`config.mk`:
```
export PLATFORM = sky130hd
export DESIGN_NAME = numeric_char_ref_to_utf8_top_flat
export DESIGN_NICKNAME = d
export VERILOG_FILES = /design/src/ncr_pkg.sv /design/src/ncr_if.sv /design/src/ncr_front.sv /design/src/ncr_queue.sv /design/src/ncr_back.sv /design/src/numeric_char_ref_to_utf8_top.sv /design/src/flat_wrapper.sv
export SDC_FILE = /design/constraint.sdc
export NUM_CORES = 1
export LEC_CHECK = 0
export BUFFER_PORTS_ARGS = -buffer_cell sky130_fd_sc_hd__buf_4
export CORE_MARGIN = 4
export CORE_UTILIZATION = 42
export DETAILED_ROUTE_END_ITERATION = 8
export GPL_TIMING_DRIVEN = 0
export SYNTH_ARGS = -nofsm -noshare
export SYNTH_HDL_FRONTEND = slang
export SYNTH_SLANG_ARGS = --single-unit
```
`constraint.sdc`:
```
create_clock -name clk -period 3.65 [get_ports clk]
set_input_delay 0.73 -clock clk [delete_from_list [all_inputs] [get_ports clk]]
set_output_delay 0.73 -clock clk [all_outputs]
set_load 0.01 [all_outputs]
```
`src/ncr_pkg.sv`:
```
// ----------------------------------------------------------------------------
// ncr_pkg
// Shared constants and the command format that passes from the front end
// to the back end of the character reference decoder.
// ----------------------------------------------------------------------------
package ncr_pkg;

  localparam int PENDING_DEPTH_DEF = 16;
  localparam int PENDING_DEPTH_MAX = 63;

  // Wide enough to count a full pending buffer of the largest allowed depth.
  localparam int CNT_W = $clog2(PENDING_DEPTH_MAX + 1);

  localparam int QPTR_W      = 2;
  localparam int QUEUE_DEPTH = 1 << QPTR_W;

  localparam logic [7:0] CH_AMP  = 8'h26;
  localparam logic [7:0] CH_HASH = 8'h23;
  localparam logic [7:0] CH_SEMI = 8'h3B;
  localparam logic [7:0] CH_X    = 8'h78;

  localparam logic [31:0] CP_ONE_MAX   = 32'h0000_0080;
  localparam logic [31:0] CP_TWO_MAX   = 32'h0000_0800;
  localparam logic [31:0] CP_THREE_MAX = 32'h0001_0000;
  localparam logic [31:0] CP_LIMIT     = 32'h0011_0000;

  typedef struct packed {
    logic             hold_en;
    logic [7:0]       ch;
    logic [CNT_W-1:0] hold_idx;
    logic [CNT_W-1:0] flush_cnt;
    logic             flush_first;
    logic [2:0]       emit_n;
    logic             decoded;
    logic [20:0]      cp;
  } ncr_cmd_t;

endpackage

```
`src/ncr_if.sv`:
```
// ----------------------------------------------------------------------------
// ncr_if
// Valid/ready channels for the text bytes in and the decoded bytes out.
// ----------------------------------------------------------------------------
interface ncr_text_if;
  logic       valid;
  logic       ready;
  logic [7:0] ch;
  logic       is_last;

  modport source (output valid, ch, is_last, input ready);
  modport sink (input valid, ch, is_last, output ready);
endinterface

interface ncr_result_if;
  logic       valid;
  logic       ready;
  logic [7:0] out_byte;
  logic       run_end;
  logic       decoded;

  modport source (output valid, out_byte, run_end, decoded, input ready);
  modport sink (input valid, out_byte, run_end, decoded, output ready);
endinterface

```
`src/ncr_front.sv`:
```
// ----------------------------------------------------------------------------
// ncr_front
// Scans the text stream one beat per cycle while the queue has room, tracks the
// reference parse and the pending byte count, and issues one command per beat.
// ----------------------------------------------------------------------------
module ncr_front #(
  parameter int PENDING_DEPTH = ncr_pkg::PENDING_DEPTH_DEF
) (
  input  logic              clk,
  input  logic              rst,
  ncr_text_if.sink          text,
  input  logic              q_full,
  output logic              push,
  output ncr_pkg::ncr_cmd_t push_cmd
);

  localparam logic [ncr_pkg::CNT_W-1:0] DEPTH_C = ncr_pkg::CNT_W'(PENDING_DEPTH);
  localparam logic [ncr_pkg::CNT_W-1:0] ONE_C   = ncr_pkg::CNT_W'(1);

  typedef enum logic [2:0] {
    PH_TEXT = 3'd0,
    PH_AMP  = 3'd1,
    PH_HASH = 3'd2,
    PH_DEC  = 3'd3,
    PH_HEX  = 3'd4
  } phase_t;

  phase_t                    phase, phase_next;
  logic [31:0]               code_value, code_next;
  logic [ncr_pkg::CNT_W-1:0] pcnt, pcnt_next;
  ncr_pkg::ncr_cmd_t         cmd;
  logic                      hold_ok;
  logic                      body_hex;
  logic [3:0]                dec_digit;
  logic [3:0]                hex_digit;
  logic [31:0]               code_dec;
  logic [31:0]               code_hex;
  logic [31:0]               code_acc;
  logic [2:0]                utf8_n;
  logic [7:0]                ch;

  assign ch         = text.ch;
  assign text.ready = !q_full;
  assign push       = text.valid && !q_full;
  assign push_cmd   = cmd;

  always_comb begin
    dec_digit = 4'd0;
    hex_digit = 4'd0;
    if (ch >= 8'h30 && ch <= 8'h39) begin
      dec_digit = ch[3:0];
      hex_digit = ch[3:0];
    end else if ((ch >= 8'h41 && ch <= 8'h46) || (ch >= 8'h61 && ch <= 8'h66)) begin
      hex_digit = ch[3:0] + 4'd9;
    end
    code_dec = {code_value[28:0], 3'b000} + {code_value[30:0], 1'b0} + {28'd0, dec_digit};
    code_hex = {code_value[27:0], hex_digit};
  end

  always_comb begin
    if (code_value < ncr_pkg::CP_ONE_MAX) begin
      utf8_n = 3'd1;
    end else if (code_value < ncr_pkg::CP_TWO_MAX) begin
      utf8_n = 3'd2;
    end else if (code_value < ncr_pkg::CP_THREE_MAX) begin
      utf8_n = 3'd3;
    end else if (code_value < ncr_pkg::CP_LIMIT) begin
      utf8_n = 3'd4;
    end else begin
      utf8_n = 3'd0;
    end
  end

  always_comb begin
    phase_next      = phase;
    code_next       = code_value;
    pcnt_next       = pcnt;
    cmd             = '0;
    cmd.ch          = ch;
    cmd.hold_idx    = pcnt;
    cmd.flush_first = 1'b1;
    hold_ok         = pcnt < DEPTH_C;
    body_hex        = phase == PH_HEX;
    code_acc        = body_hex ? code_hex : code_dec;
    unique case (phase) inside
      PH_AMP: begin
        if (ch == ncr_pkg::CH_HASH) begin
          if (hold_ok) begin
            cmd.hold_en = 1'b1;
            pcnt_next   = pcnt + ONE_C;
          end
          code_next  = '0;
          phase_next = PH_HASH;
        end else if (ch == ncr_pkg::CH_AMP) begin
          cmd.emit_n = 3'd1;
        end else begin
          cmd.flush_cnt = pcnt;
          cmd.emit_n    = 3'd1;
          pcnt_next     = '0;
          phase_next    = PH_TEXT;
        end
      end
      PH_HASH, PH_DEC, PH_HEX: begin
        if (phase == PH_HASH && ch == ncr_pkg::CH_X) begin
          if (hold_ok) begin
            cmd.hold_en = 1'b1;
            pcnt_next   = pcnt + ONE_C;
          end
          phase_next = PH_HEX;
        end else if (ch == ncr_pkg::CH_SEMI) begin
          cmd.emit_n  = utf8_n;
          cmd.decoded = 1'b1;
          cmd.cp      = code_value[20:0];
          pcnt_next   = '0;
          code_next   = '0;
          phase_next  = PH_TEXT;
        end else if (hold_ok) begin
          cmd.hold_en = 1'b1;
          pcnt_next   = pcnt + ONE_C;
          code_next   = code_acc;
          phase_next  = body_hex ? PH_HEX : PH_DEC;
        end else begin
          cmd.flush_cnt = pcnt;
          cmd.emit_n    = 3'd1;
          pcnt_next     = '0;
          code_next     = '0;
          phase_next    = PH_TEXT;
        end
      end
      default: begin
        if (ch == ncr_pkg::CH_AMP) begin
          cmd.hold_en  = 1'b1;
          cmd.hold_idx = '0;
          pcnt_next    = ONE_C;
          phase_next   = PH_AMP;
        end else begin
          cmd.emit_n = 3'd1;
          phase_next = PH_TEXT;
        end
      end
    endcase
    if (text.is_last) begin
      if (pcnt_next != '0) begin
        cmd.flush_cnt   = pcnt_next;
        cmd.flush_first = 1'b0;
      end
      pcnt_next  = '0;
      code_next  = '0;
      phase_next = PH_TEXT;
    end
  end

  always_ff @(posedge clk) begin
    if (rst) begin
      phase      <= PH_TEXT;
      code_value <= '0;
      pcnt       <= '0;
    end else if (push) begin
      phase      <= phase_next;
      code_value <= code_next;
      pcnt       <= pcnt_next;
    end
  end

endmodule

```
`src/ncr_queue.sv`:
```
// ----------------------------------------------------------------------------
// ncr_queue
// Small command queue between the front end and the back end.
// ----------------------------------------------------------------------------
module ncr_queue (
  input  logic              clk,
  input  logic              rst,
  input  logic              push,
  input  ncr_pkg::ncr_cmd_t push_cmd,
  output logic              full,
  input  logic              pop,
  output ncr_pkg::ncr_cmd_t head,
  output logic              head_valid
);

  localparam logic [ncr_pkg::QPTR_W-1:0] PTR_ONE = ncr_pkg::QPTR_W'(1);
  localparam logic [ncr_pkg::QPTR_W:0]   CNT_ONE = (ncr_pkg::QPTR_W + 1)'(1);

  ncr_pkg::ncr_cmd_t          entries [ncr_pkg::QUEUE_DEPTH];
  logic [ncr_pkg::QPTR_W-1:0] wr_ptr;
  logic [ncr_pkg::QPTR_W-1:0] rd_ptr;
  logic [ncr_pkg::QPTR_W:0]   count;
  logic                       do_push;
  logic                       do_pop;

  assign full       = count == (ncr_pkg::QPTR_W + 1)'(ncr_pkg::QUEUE_DEPTH);
  assign head_valid = count != '0;
  assign head       = entries[rd_ptr];
  assign do_push    = push && !full;
  assign do_pop     = pop && head_valid;

  always_ff @(posedge clk) begin
    if (do_push) begin
      entries[wr_ptr] <= push_cmd;
    end
  end

  always_ff @(posedge clk) begin
    if (rst) begin
      wr_ptr <= '0;
      rd_ptr <= '0;
      count  <= '0;
    end else begin
      if (do_push) begin
        wr_ptr <= wr_ptr + PTR_ONE;
      end
      if (do_pop) begin
        rd_ptr <= rd_ptr + PTR_ONE;
      end
      if (do_push && !do_pop) begin
        count <= count + CNT_ONE;
      end else if (do_pop && !do_push) begin
        count <= count - CNT_ONE;
      end
    end
  end

endmodule

```
`src/ncr_back.sv`:
```
// ----------------------------------------------------------------------------
// ncr_back
// Carries out queued commands: writes held bytes into the pending memory,
// replays held text raw, and serializes raw or UTF-8 bytes into the
// output register.
// ----------------------------------------------------------------------------
module ncr_back #(
  parameter int PENDING_DEPTH = ncr_pkg::PENDING_DEPTH_DEF
) (
  input  logic              clk,
  input  logic              rst,
  input  ncr_pkg::ncr_cmd_t head,
  input  logic              head_valid,
  output logic              pop,
  ncr_result_if.source      result
);

  localparam int IDX_W = (PENDING_DEPTH > 1) ? $clog2(PENDING_DEPTH) : 1;
  localparam logic [ncr_pkg::CNT_W-1:0] ONE_C = ncr_pkg::CNT_W'(1);

  typedef enum logic [1:0] {
    ST_START,
    ST_EMIT,
    ST_FL_RD,
    ST_FL_OUT
  } state_t;

  function automatic logic [7:0] utf8_byte(logic [20:0] cp, logic [2:0] n, logic [1:0] idx);
    logic [2:0] grp;
    logic [5:0] bits;
    logic [7:0] res;
    grp = n - 3'd1 - {1'b0, idx};
    case (grp)
      3'd0:    bits = cp[5:0];
      3'd1:    bits = cp[11:6];
      3'd2:    bits = cp[17:12];
      default: bits = {3'b000, cp[20:18]};
    endcase
    res = {2'b10, bits};
    if (idx == 2'd0) begin
      case (n)
        3'd1:    res = {1'b0, cp[6:0]};
        3'd2:    res = {3'b110, cp[10:6]};
        3'd3:    res = {4'b1110, cp[15:12]};
        default: res = {5'b11110, cp[20:18]};
      endcase
    end
    return res;
  endfunction

  state_t                    state, state_next;
  logic [ncr_pkg::CNT_W-1:0] fidx, fidx_next;
  logic [1:0]                eidx, eidx_next;
  logic [7:0]                mem [PENDING_DEPTH];
  logic [7:0]                rd_data;
  logic                      mem_we;
  logic                      out_free;
  logic                      load;
  logic [7:0]                ld_byte;
  logic                      ld_end;
  logic                      ld_dec;
  logic [1:0]                eidx_sel;
  logic [7:0]                emit_byte;
  logic                      emit_last;
  logic                      pre_fl;
  logic                      post_fl;
  logic                      fl_last;
  logic                      more_emit;

  assign out_free  = !result.valid || result.ready;
  assign eidx_sel  = (state == ST_START) ? 2'd0 : eidx;
  assign emit_byte = head.decoded ? utf8_byte(head.cp, head.emit_n, eidx_sel) : head.ch;
  assign emit_last = ({1'b0, eidx_sel} + 3'd1) == head.emit_n;
  assign pre_fl    = head.flush_first && head.flush_cnt != '0;
  assign post_fl   = !head.flush_first && head.flush_cnt != '0;
  assign fl_last   = (fidx + ONE_C) == head.flush_cnt;
  assign more_emit = head.flush_first && head.emit_n != 3'd0;

  always_comb begin
    state_next = state;
    fidx_next  = fidx;
    eidx_next  = eidx;
    mem_we     = 1'b0;
    pop        = 1'b0;
    load       = 1'b0;
    ld_byte    = emit_byte;
    ld_end     = emit_last && !post_fl;
    ld_dec     = head.decoded;
    unique case (state)
      ST_START: begin
        if (head_valid) begin
          mem_we    = head.hold_en;
          fidx_next = '0;
          eidx_next = 2'd0;
          if (pre_fl) begin
            state_next = ST_FL_RD;
          end else if (head.emit_n != 3'd0) begin
            if (out_free) begin
              load = 1'b1;
              if (!emit_last) begin
                eidx_next  = 2'd1;
                state_next = ST_EMIT;
              end else if (post_fl) begin
                state_next = ST_FL_RD;
              end else begin
                pop = 1'b1;
              end
            end else begin
              state_next = ST_EMIT;
            end
          end else if (post_fl) begin
            state_next = ST_FL_RD;
          end else begin
            pop = 1'b1;
          end
        end
      end
      ST_EMIT: begin
        if (out_free) begin
          load = 1'b1;
          if (!emit_last) begin
            eidx_next = eidx + 2'd1;
          end else if (post_fl) begin
            fidx_next  = '0;
            state_next = ST_FL_RD;
          end else begin
            pop        = 1'b1;
            state_next = ST_START;
          end
        end
      end
      ST_FL_RD: begin
        state_next = ST_FL_OUT;
      end
      ST_FL_OUT: begin
        ld_byte = rd_data;
        ld_end  = fl_last && !more_emit;
        ld_dec  = 1'b0;
        if (out_free) begin
          load = 1'b1;
          if (!fl_last) begin
            fidx_next  = fidx + ONE_C;
            state_next = ST_FL_RD;
          end else if (more_emit) begin
            eidx_next  = 2'd0;
            state_next = ST_EMIT;
          end else begin
            pop        = 1'b1;
            state_next = ST_START;
          end
        end
      end
      default: begin
        state_next = ST_START;
      end
    endcase
  end

  always_ff @(posedge clk) begin
    if (mem_we) begin
      mem[head.hold_idx[IDX_W-1:0]] <= head.ch;
    end
  end

  always_ff @(posedge clk) begin
    if (state == ST_FL_RD) begin
      rd_data <= mem[fidx[IDX_W-1:0]];
    end
  end

  always_ff @(posedge clk) begin
    if (rst) begin
      state        <= ST_START;
      fidx         <= '0;
      eidx         <= '0;
      result.valid <= 1'b0;
    end else begin
      state <= state_next;
      fidx  <= fidx_next;
      eidx  <= eidx_next;
      if (load) begin
        result.valid <= 1'b1;
      end else if (result.ready) begin
        result.valid <= 1'b0;
      end
    end
    if (load) begin
      result.out_byte <= ld_byte;
      result.run_end  <= ld_end;
      result.decoded  <= ld_dec;
    end
  end

endmodule

```
`src/numeric_char_ref_to_utf8_top.sv`:
```
// ----------------------------------------------------------------------------
// numeric_char_ref_to_utf8_top
// Decodes "&#digits;" and "&#xhex;" references in a byte stream to UTF-8.
//
// The text channel takes one byte per beat, with is_last on the final byte
// of a string. The result channel gives output bytes; run_end marks the
// last byte caused by one input beat, and decoded marks bytes from a
// reference. An input beat that causes no output (held reference text, or
// a code point of 0x110000 or more) gives no result beat.
// The front end accepts a beat per cycle while the four-entry command queue
// has room. An accepted beat's command is registered in the queue, and the
// back end registers its first result byte in the output register when
// nothing is queued ahead of it. Plain bytes and single-byte decodes
// sustain one beat per cycle while the receiver takes them; a multibyte
// decode gives its output bytes one at a time, and a raw replay of held text
// reads each held byte through the registered read of the pending memory.
// When the receiver stalls, the output register holds its beat and the
// queue absorbs up to four commands before text.ready falls. Reset empties
// the queue and output register and returns the parser to plain text.
// ----------------------------------------------------------------------------
module numeric_char_ref_to_utf8_top #(
  parameter int PENDING_DEPTH = ncr_pkg::PENDING_DEPTH_DEF
) (
  input logic          clk,
  input logic          rst,
  ncr_text_if.sink     text,
  ncr_result_if.source result
);

  logic              q_full;
  logic              push;
  ncr_pkg::ncr_cmd_t push_cmd;
  logic              pop;
  ncr_pkg::ncr_cmd_t head;
  logic              head_valid;

  ncr_front #(
    .PENDING_DEPTH(PENDING_DEPTH)
  ) u_front (
    .clk     (clk),
    .rst     (rst),
    .text    (text),
    .q_full  (q_full),
    .push    (push),
    .push_cmd(push_cmd)
  );

  ncr_queue u_queue (
    .clk       (clk),
    .rst       (rst),
    .push      (push),
    .push_cmd  (push_cmd),
    .full      (q_full),
    .pop       (pop),
    .head      (head),
    .head_valid(head_valid)
  );

  ncr_back #(
    .PENDING_DEPTH(PENDING_DEPTH)
  ) u_back (
    .clk       (clk),
    .rst       (rst),
    .head      (head),
    .head_valid(head_valid),
    .pop       (pop),
    .result    (result)
  );

endmodule

```
`src/flat_wrapper.sv`:
```
// flat-port wrapper written by rule: the top's interface ports become plain ports
module numeric_char_ref_to_utf8_top_flat 
#(
  parameter int PENDING_DEPTH = ncr_pkg::PENDING_DEPTH_DEF
)
  (clk, rst, text_valid, text_ch, text_is_last, text_ready, result_valid, result_out_byte, result_run_end, result_decoded, result_ready);
  ncr_text_if text_i ();
  ncr_result_if result_i ();
  input logic clk;
  input logic rst;
  input wire logic [$bits(text_i.valid)-1:0] text_valid;
  input wire logic [$bits(text_i.ch)-1:0] text_ch;
  input wire logic [$bits(text_i.is_last)-1:0] text_is_last;
  output wire logic [$bits(text_i.ready)-1:0] text_ready;
  output wire logic [$bits(result_i.valid)-1:0] result_valid;
  output wire logic [$bits(result_i.out_byte)-1:0] result_out_byte;
  output wire logic [$bits(result_i.run_end)-1:0] result_run_end;
  output wire logic [$bits(result_i.decoded)-1:0] result_decoded;
  input wire logic [$bits(result_i.ready)-1:0] result_ready;
  assign text_i.valid = text_valid;
  assign text_i.ch = text_ch;
  assign text_i.is_last = text_is_last;
  assign text_ready = text_i.ready;
  assign result_valid = result_i.valid;
  assign result_out_byte = result_i.out_byte;
  assign result_run_end = result_i.run_end;
  assign result_decoded = result_i.decoded;
  assign result_i.ready = result_ready;
  numeric_char_ref_to_utf8_top #(.PENDING_DEPTH(PENDING_DEPTH)) u_core (.clk(clk), .rst(rst), .text(text_i), .result(result_i));
endmodule
```
==> flow_summary.json, run 1 <==
{
  "clock_path_buffers": 3,
  "yosys.cell_count.top_type": "edfxtp_1",
  "drc_errors": 0,
  "netlist.area_leader.share_pct": 53.02,
  "cp_num_cells": 15,
  "fin_cells": 2001,
  "drive_gt1_share_pct": 20.27,
  "h-tree-depth": 2,
  "gp_congestion": 0.8310,
  "clockRootBuffer": "clkbuf_16",
  "cts_sinks": 387,
  "syn_nets": 1403,
  "cp_max_fo": 4,
  "cp_cell_sequence": "buf_8 > mux4_2 > ha_4 > nor2b_1 > mux2i_1 > or2_4 > nor2_4 > o21a_1 > o31ai_4 > ha_2 > inv_2 > fa_2 > xor2_2 > or3_1 > a21oi_2",
  "ys.flop_type": "edfxtp_1",
  "synth-seq-cells": 387,
  "power_density_nw_per_um2": 512.3,
  "rsz0062_at_grt": "yes",
  "setup_tns_ns": 0,
  "ys_types": 92,
  "die_h_microns": 217.7,
  "antenna_left": 0,
  "wl_per_cell_microns": 21.87,
  "grt_usage_pct": 18.46,
  "yosysTopAreaCell": "edfxtp_1",
  "timing.hold.ws_ns": 0.4126,
  "ff_latch_area_sq_um": 11010,
  "synth_area_sq_um": 18460,
  "hold_depth": 1,
  "critical-path-top-delay-family": "adder cells",
  "vdd_drop_max_mv": 0.3223,
  "critPathKind": "reg2reg",
  "clk_pin_slew_ns": 0.06,
  "grt_max_degree": 34,
  "cpMaxStageDelayCell": "mux4_2",
  "p_leak_nw": 7.295,
  "post-place-ws_ns": -0.7496,
  "cp-start-kind": "register",
  "synth_cells": 1306,
  "ios": 25,
  "fmax_ghz": 0.2764,
  "vias": 11360,
  "gr-total-overflow": 0,
  "finalCritPeriodShare_pct": 99.12,
  "clock_latency_ns": 0.55,
  "cts_tree": "built",
  "path_buf_inv": 2,
  "finalCriticalPeriod_ns": 3.618,
  "core_area_sq_um": 43270,
  "grt_pass1_wl_microns": 67650,
  "synth_area_leaders": "edfxtp_1, mux4_2, dfxtp_1",
  "cts_buffers": 40,
  "outcome": "finished clean",
  "fin_worst_skew_ns": 0.01884,
  "diodes": 0,
  "postSynthAreaPerCell_sq_um": 14.14,
  "reg2reg_to": "u_core.u_queue.count[2]",
  "worstHoldPathType": "in2reg",
  "totalWireLength_microns": 43770,
  "drtPass1Iterations": 5,
  "port_buffers": 23,
  "synth_edf_count": 326,
  "slowest_delay_ns": 0.58,
  "hold_viol": 0,
  "slew_violations": 0,
  "finalWorstSetupSlack_ns": 0.03197,
  "fillers": 3730,
  "syn2layout_area_growth_pct": 14.49,
  "antenna_found_initial": 0,
  "grt_pass1_vias": 11440,
  "num_rows": 76,
  "place_inst": 1919,
  "arrival_ns": 4.08,
  "maxSlewHeadroom_pct": 16.15,
  "nets": 1486,
  "tightest_slew_ns": 1.248,
  "worstHoldStart": "text_ch[2]",
  "multi_input_area_sq_um": 7400,
  "end_kind": "register",
  "required_ns": 4.11,
  "yosysWarnings": 0,
  "floorplan.initialDensity_pct": 42.67,
  "place_hpwl_microns": 31340,
  "drt_iter0_markers": 891,
  "die_x_microns": 217.7,
  "die_area_sq_um": 47380,
  "synth_common_cells": "edfxtp_1, nor2_1, mux4_2",
  "setup_viol": 0,
  "synthArstFlopShare_pct": 0,
  "min_to": "u_core.u_queue.entries[2][40]",
  "r2r_slack_ns": 0.03,
  "ys_seq_area_share_pct": 59.63,
  "ff2ff_path_depth": 15,
  "drt-vias-per-instance": 5.676,
  "maxCapViolCount": 0
}
report_power, final:
group,leakage [nW],internal (mW),switching (mW)
clock,0.601,2.17,1.65
combinational,3.21,0.653,1.06
sequential,3.49,5.19,0.0967
total,7.29,8.02,2.81
worst max path at each step:
stage	slack, ns	startpoint	end
floorplan	0.001	text_ch[1]	u_core.u_front.code_value[21]
global placement	-0.72	text_ch[5]	u_core.u_front.code_value[27]
detailed placement	-0.75	text_ch[5]	u_core.u_front.code_value[31]
CTS	0.008	register	u_core.u_queue.count[2]
global route	-0.1	register	u_core.u_queue.count[2]
finish	0.03	register	u_core.u_queue.count[2]
flip-flops by register name, indices dropped and copies added, names as in the netlist, 2 cells and up, named ones only:
signal / count
u_core.u_back.state: 2
u_core.u_front.code_value: 32
u_core.u_queue.entries: 180
u_core.u_back.result.out_byte: 8
u_core.u_front.phase: 3
u_core.u_front.pcnt: 6
u_core.u_back.rd_data: 8
u_core.u_back.mem: 128
u_core.u_queue.wr_ptr: 2
u_core.u_back.eidx: 2
u_core.u_queue.count: 3
u_core.u_queue.rd_ptr: 2
u_core.u_back.fidx: 6
cell type report:
class	instances	share of cell area, %
sequential	387	52.10
clock inverter	19	0.7103
multi-input combinational	828	35.00
buffer	54	1.160
tap	585	3.463
inverter	34	0.6274
timing repair buffer	44	1.853
clock buffer	50	5.084
timing repair:
item,4_1_cts,5_1_grt
hold buffers,0,0
buffers inserted,11,5
endpoints found under the setup margin,142,38
gates resized for setup,35,34
pin swaps,9,15
per-layer routing:
metal | vias to the layer above | GRT usage (%) | part of all wire (%)
li1 | 5294 | - | -
met1 | 5750 | 25.93 | 46
met2 | 250 | 30.59 | 48
met3 | 63 | 2.522 | 4.0
met4 | 0 | 4.791 | 2.1
met5 | - | 0 | 0
cells by family (layout without fill, tap and decap cells):
family	Yosys count	count (layout)	share of synthesized area [%]
DFF	387	387	59.63
and+or+nand+nor	337	337	9.399
AOI/OAI and AO/OA	272	272	10.01
muxes	98	98	11.08
buffers and inverters	91	201	1.999
adders and majority gates	84	84	5.855
xor gates and xnor gates	37	37	2.026
layout by cell type (no fill, tap or decap), drive strengths merged, types with 18 or more instances in the layout:
cell,count
clkbuf,93
and2,34
xnor2,20
dfxtp,61
buf,55
a22oi,27
mux4,85
nor2,90
a21oi,73
nand2b,18
nand2,80
nand3,22
inv,35
edfxtp,326
o21ai,52
ha,80
per-stage QoR:
| stage | util, % | instance area, sq um | total power, mW |
|---|---|---|---|
| floorplan | - | 18570 | 6.402 |
| global placement | 45.00 | 19470 | 6.939 |
| detailed placement | 45.24 | 19570 | 7.008 |
| CTS | 48.48 | 20980 | 10.87 |
| global route | 48.86 | 21140 | 11.28 |
| finish | 48.86 | 21140 | 10.83 |
(Power assumes the default switching activity.)
==> inputs of run 2 (changes only) <==
--- a/config.mk
+++ b/config.mk
@@ -12,4 +12,5 @@
 export GPL_TIMING_DRIVEN = 0
 export SYNTH_ARGS = -nofsm -noshare
 export SYNTH_HDL_FRONTEND = slang
+export SYNTH_HIERARCHICAL = 1
 export SYNTH_SLANG_ARGS = --single-unit
==> run 2 against run 1 <==
  * The run now ends with setup timing left
  * Final area increased by 2.7%
  * First-iteration DRC count increased by 11%
  * Combinational power grew 42%
  * Critical path depth increased by 4
  * Register-to-register slack about the same
  * Synthesized area rose by 1.4%
  * Synthesized cell count grew 2.1%
  * Final cell count up 3.0%
  * Critical path type is now in2reg
  * Largest cell class unchanged
==> flow_summary.json, run 2 <==
{
  "outcome": "finished, violations left",
  "violations": "setup timing",
  "port_buffers": 22,
  "die_x_microns": 219.2,
  "post-place-ws_ns": -0.9522,
  "place_inst": 1952,
  "hold_depth": 1,
  "vdd_drop_max_mv": 0.3381,
  "clock_path_buffers": 3,
  "mostFrequentLayoutCell": "edfxtp_1",
  "largest_register": "u_core/u_queue/entries",
  "end_kind": "register",
  "cts_buffers": 41,
  "finalWorstSetupSlack_ns": -0.03362,
  "gp_congestion": 0.8312,
  "diodes": 0,
  "die_h_microns": 219.2,
  "maxCapViolCount": 0,
  "final_core_util_pct": 49.20,
  "totalWireLength_microns": 43740,
  "rsz0062_at_grt": "yes",
  "arrival_ns": 4.08,
  "grt_pass1_wl_microns": 67610,
  "clockRootBuffer": "clkbuf_16",
  "grt_pass1_vias": 11630,
  "power_density_nw_per_um2": 550.8,
  "reg2reg_to": "u_core/u_queue/count[2]",
  "fin_cells": 2061,
  "p_total_mw": 11.96,
  "nets": 1529,
  "setup_viol": 1,
  "worstHoldPathType": "in2reg",
  "wl_per_cell_microns": 21.22,
  "grt_usage_pct": 18.18,
  "placed_area_sq_um": 19820,
  "drtPass1Iterations": 5,
  "worstHoldStart": "text_ch[2]",
  "drc_errors": 0,
  "gr-total-overflow": 0,
  "required_ns": 4.05,
  "num_rows": 77,
  "cts_tree": "built",
  "fin_area_sq_um": 21710,
  "drt_iter0_markers": 985,
  "h-tree-depth": 2,
  "syn2layout_area_growth_pct": 15.94,
  "setup_tns_ns": -0.03362,
  "drive_gt1_share_pct": 22.26,
  "grt_max_degree": 33,
  "fmax_ghz": 0.2715,
  "finalCriticalPeriod_ns": 3.684,
  "hold_viol": 0,
  "ios": 25,
  "fin_worst_skew_ns": 0.01537,
  "clk_pin_slew_ns": 0.06,
  "core_area_sq_um": 44120,
  "vias": 11790,
  "maxSlewHeadroom_pct": 12.23,
  "timing.hold.ws_ns": 0.3932,
  "tightest_slew_ns": 1.307,
  "cp-start-kind": "primary input",
  "cp_max_fo": 7,
  "drt-vias-per-instance": 5.722,
  "syn_nets": 1426,
  "slew_violations": 0,
  "finalCritPeriodShare_pct": 100.9,
  "cts_sinks": 387,
  "synth_cells": 1334,
  "clock_latency_ns": 0.55,
  "final_cell_mix": "edfxtp_1, nor2_1, mux4_2",
  "antenna_found_initial": 0,
  "die_area_sq_um": 48030,
  "antenna_left": 0,
  "yosysWarnings": 6,
  "p_leak_nw": 7.502,
  "floorplan.initialDensity_pct": 42.44,
  "largest_reg_flops": 180,
  "synth_area_sq_um": 18730,
  "r2r_slack_ns": 0.03,
  "ff2ff_path_depth": 17,
  "critPathKind": "in2reg",
  "hold_buffers": 0,
  "postSynthAreaPerCell_sq_um": 14.04,
  "place_hpwl_microns": 30090,
  "min_to": "u_core/u_queue/entries[2][40]"
}
-- run 2: changes by cell type in the layout (fill, tap and decap cells not counted), sizes merged, moves of 6 or more --
cell	change
a21oi	-12
a22o	-6
a31oi	+6
buf	+35
nand3	-11
nor2	+8
nor2b	+9
nor3	+15
o211ai	+7
or3	+8
-- run 2: area by class of cell --
type                            instances  area [sq um]
Tap cell                              592         740.7
Inverter                               32         135.1
Multi-Input combinational cell        847          7542
Sequential cell                       387         11010
Buffer                                 68         437.9
Clock buffer                           54          1142
Timing Repair Buffer                   60         529.3
Clock inverter                         21         168.9
Fill cell                            3902         22410
-- run 2: what timing repair did --
action	in CTS	in global routing
buffers inserted	13	22
resized for setup	36	36
pin swaps	24	34
setup endpoints to repair	30	31
-- run 2: worst max-delay path by stage --
stage | from | to | slack [ns] | cells after the start
after CTS | register | u_core/u_queue/count[2] | -0.02 | 17
after global placement | text_ch[0] | u_core/u_front/code_value[31] | -0.95 | 18
after global routing | text_ch[0] | u_core/u_front/code_value[30] | -0.21 | 19
after floorplan | text_ch[6] | u_core/u_front/code_value[24] | -0.14 | 15
after detailed placement | text_ch[0] | u_core/u_front/code_value[31] | -0.95 | 18
final | text_ch[0] | u_core/u_front/code_value[30] | -0.03 | 19
-- run 2: power by group --
group	internal, mW	total (mW)	switching [mW]
Sequential	5.40	5.53	0.132
Combinational	0.919	2.42	1.50
Clock	2.35	4.01	1.66
-- run 2: critical path: stages --
cell and delay [ns]:
buf_12 0.11, inv_8 0.04, ha_4 0.15, o21bai_1 0.21, a21oi_2 0.12, and2_4 0.16
ha_4 0.28, ha_4 0.14, inv_2 0.04, fa_2 0.39, nor2b_2 0.13, o31a_1 0.17
o21a_1 0.19, o31ai_4 0.08, o2111ai_2 0.26, nand4b_1 0.23, a311oi_2 0.40, o21a_1 0.17
o32ai_1 0.08
-- run 2: per-layer routing --
layer / wire, microns / track usage, % / vias to the layer above
met2: 20080 / 28.50 / 286
met3: 2321 / 2.783 / 45
met4: 623 / 3.539 / 0
met1: 20710 / 27.26 / 6009
met5: 0 / 0 / -
li1: - / - / 5453
==> inputs of run 3 (changes only) <==
--- a/config.mk
+++ b/config.mk
@@ -6,11 +6,15 @@
 export NUM_CORES = 1
 export LEC_CHECK = 0
 export BUFFER_PORTS_ARGS = -buffer_cell sky130_fd_sc_hd__buf_4
-export CORE_MARGIN = 4
+export CELL_PAD_IN_SITES_DETAIL_PLACEMENT = 0
+export CELL_PAD_IN_SITES_GLOBAL_PLACEMENT = 1
+export CORE_MARGIN = 10
 export CORE_UTILIZATION = 42
 export DETAILED_ROUTE_END_ITERATION = 8
 export GPL_TIMING_DRIVEN = 0
+export PLACE_DENSITY_LB_ADDON = 0.1
 export SYNTH_ARGS = -nofsm -noshare
 export SYNTH_HDL_FRONTEND = slang
 export SYNTH_HIERARCHICAL = 1
 export SYNTH_SLANG_ARGS = --single-unit
+export TNS_END_PERCENT = 20
==> run 3 against run 2 <==
  * Hold slack worse by 0.012 ns
  * Combinational power grew 4%
  * Power rose by 1.6%
  * Sequential power about the same
  * The run still ends with setup timing left
  * Final area rose by 0.35%
  * Critical path depth is 2 higher
  * Flip-flop and latch count unchanged
==> flow_summary.json, run 3 (synthesis results as in run 2) <==
{
  "setup_viol": 2,
  "num_rows": 77,
  "power_density_nw_per_um2": 557.7,
  "crit_path_start": "text_ch[1]",
  "clock_latency_ns": 0.56,
  "fillers": 3882,
  "worstHoldPathType": "in2reg",
  "syn2layout_area_growth_pct": 16.34,
  "fin_cells": 2064,
  "cts_buffers": 42,
  "maxSlewHeadroom_pct": 16.77,
  "gr-total-overflow": 0,
  "drt-vias-per-instance": 5.721,
  "maxCapViolCount": 0,
  "post-place-ws_ns": -0.9733,
  "setup_tns_ns": -0.02222,
  "worstHoldStart": "text_ch[2]",
  "finalWorstSetupSlack_ns": -0.01694,
  "h-tree-depth": 2,
  "finalCritPeriodShare_pct": 100.5,
  "die_x_microns": 231.2,
  "antenna_found_initial": 1,
  "placed_area_sq_um": 19820,
  "largest_register": "u_core/u_queue/entries",
  "ff_latch_area_sq_um": 11010,
  "grt_pass1_vias": 11650,
  "drt_iter0_markers": 1018,
  "required_ns": 4.12,
  "totalWireLength_microns": 45820,
  "gp_congestion": 0.7926,
  "antenna_left": 0,
  "cp-start-kind": "primary input",
  "die_area_sq_um": 53430,
  "final_cell_mix": "edfxtp_1, nor2_1, mux4_2",
  "nets": 1535,
  "drive_gt1_share_pct": 22.35,
  "multi_input_area_sq_um": 7586,
  "rsz0062_at_grt": "yes",
  "diodes": 0,
  "hold_viol": 0,
  "tightest_slew_ns": 1.239,
  "die_h_microns": 231.2,
  "cp_max_fo": 5,
  "fin_area_sq_um": 21790,
  "grt_pass1_wl_microns": 70700,
  "outcome": "finished, violations left",
  "clockRootBuffer": "clkbuf_16",
  "cts_sinks": 387,
  "slew_violations": 0,
  "grt_usage_pct": 17.10,
  "floorplan.initialDensity_pct": 42.44,
  "drc_errors": 0,
  "p_leak_nw": 7.550,
  "violations": "setup timing",
  "grt_max_degree": 31,
  "core_area_sq_um": 44120,
  "clock_path_buffers": 3,
  "place_hpwl_microns": 32520,
  "fmax_ghz": 0.2727,
  "mostFrequentLayoutCell": "edfxtp_1",
  "fin_worst_skew_ns": 0.02422,
  "wl_per_cell_microns": 22.20,
  "place_inst": 1952,
  "vdd_drop_max_mv": 0.3597,
  "arrival_ns": 4.13,
  "end_kind": "register",
  "clk_pin_slew_ns": 0.06,
  "port_buffers": 22,
  "largest_reg_flops": 180,
  "cts_tree": "built",
  "critPathKind": "in2reg",
  "drtPass1Iterations": 7,
  "ios": 25,
  "vias": 11810,
  "finalCriticalPeriod_ns": 3.667,
  "reg2reg_from": "u_core/u_back/state[1]"
}
==> run 3: cell types whose count changed in the layout (fill, tap and decap cells not counted), sizes merged <==
cell      delta
clkinv       +5
clkbuf       -8
bufinv       +2
clkinvlp     -3
inv          +1
buf          +6
==> run 3: critical path, stage by stage <==
cell and delay, ns:
buf_12 0.11, inv_8 0.06, ha_4 0.12, o21bai_1 0.08, a21oi_2 0.21, nand2_1 0.11
fa_2 0.59, buf_6 0.11, inv_4 0.03, ha_4 0.23, a211oi_4 0.27, o21bai_2 0.11
o21ai_2 0.21, a31oi_4 0.15, a211oi_4 0.22, buf_6 0.15, o21a_1 0.15, buf_4 0.12
xnor2_1 0.13, nand2_1 0.07, a21oi_1 0.16
==> run 3: cell type report <==
cell class	instances	area share, %
Buffer	66	1.867
Clock buffer	47	5.008
Clock inverter	26	1.074
Inverter	32	0.6088
Multi-Input combinational cell	847	34.82
Sequential cell	387	50.56
Tap cell	592	3.400
Timing Repair Buffer	67	2.665
==> run 3: what timing repair did <==
item	4_1_cts	5_1_grt
hold buffers	0	0
endpoints found under the setup margin	36	40
pin swaps	36	35
buffers inserted	27	14
gates resized for setup	47	31
==> run 3: worst paths after layout <==
| path | end | slack [ns] | cells after the start |
|---|---|---|---|
| worst max-delay path | u_core/u_front/code_value[23] | -0.02 | 21 |
| worst min-delay path | u_core/u_queue/entries[2][40] | 0.38 | 1 |
| worst max register to register | u_core/u_queue/count[2] | 0.12 | 17 |
| worst min register to register | u_core/u_back/fidx[5] | 0.53 | 1 |
==> run 3: per-layer routing <==
metal	routed length [microns]	GRT usage, %	vias to the layer above
li1	-	-	5476
met1	22060	25.04	6003
met2	20400	25.31	270
met3	2451	3.689	60
met4	903	4.460	0
met5	0	0	-
==> run 3: where the power goes <==
part / internal, mW / total (mW) / switching (mW)
clock network: 2.43 / 4.10 / 1.67
registers: 5.40 / 5.54 / 0.139
logic: 0.969 / 2.52 / 1.55
total: 8.79 / 12.1 / 3.36
==> run 3: stage by stage <==
step	total power, mW	hold WS [ns]	util [%]
finish	12.15	0.3807	49.37
global route	12.69	0.3587	49.37
CTS	12.19	0.3548	48.86
detailed placement	7.953	0.5060	44.91
global placement	7.901	0.4921	44.69
floorplan	7.115	0.4593	-
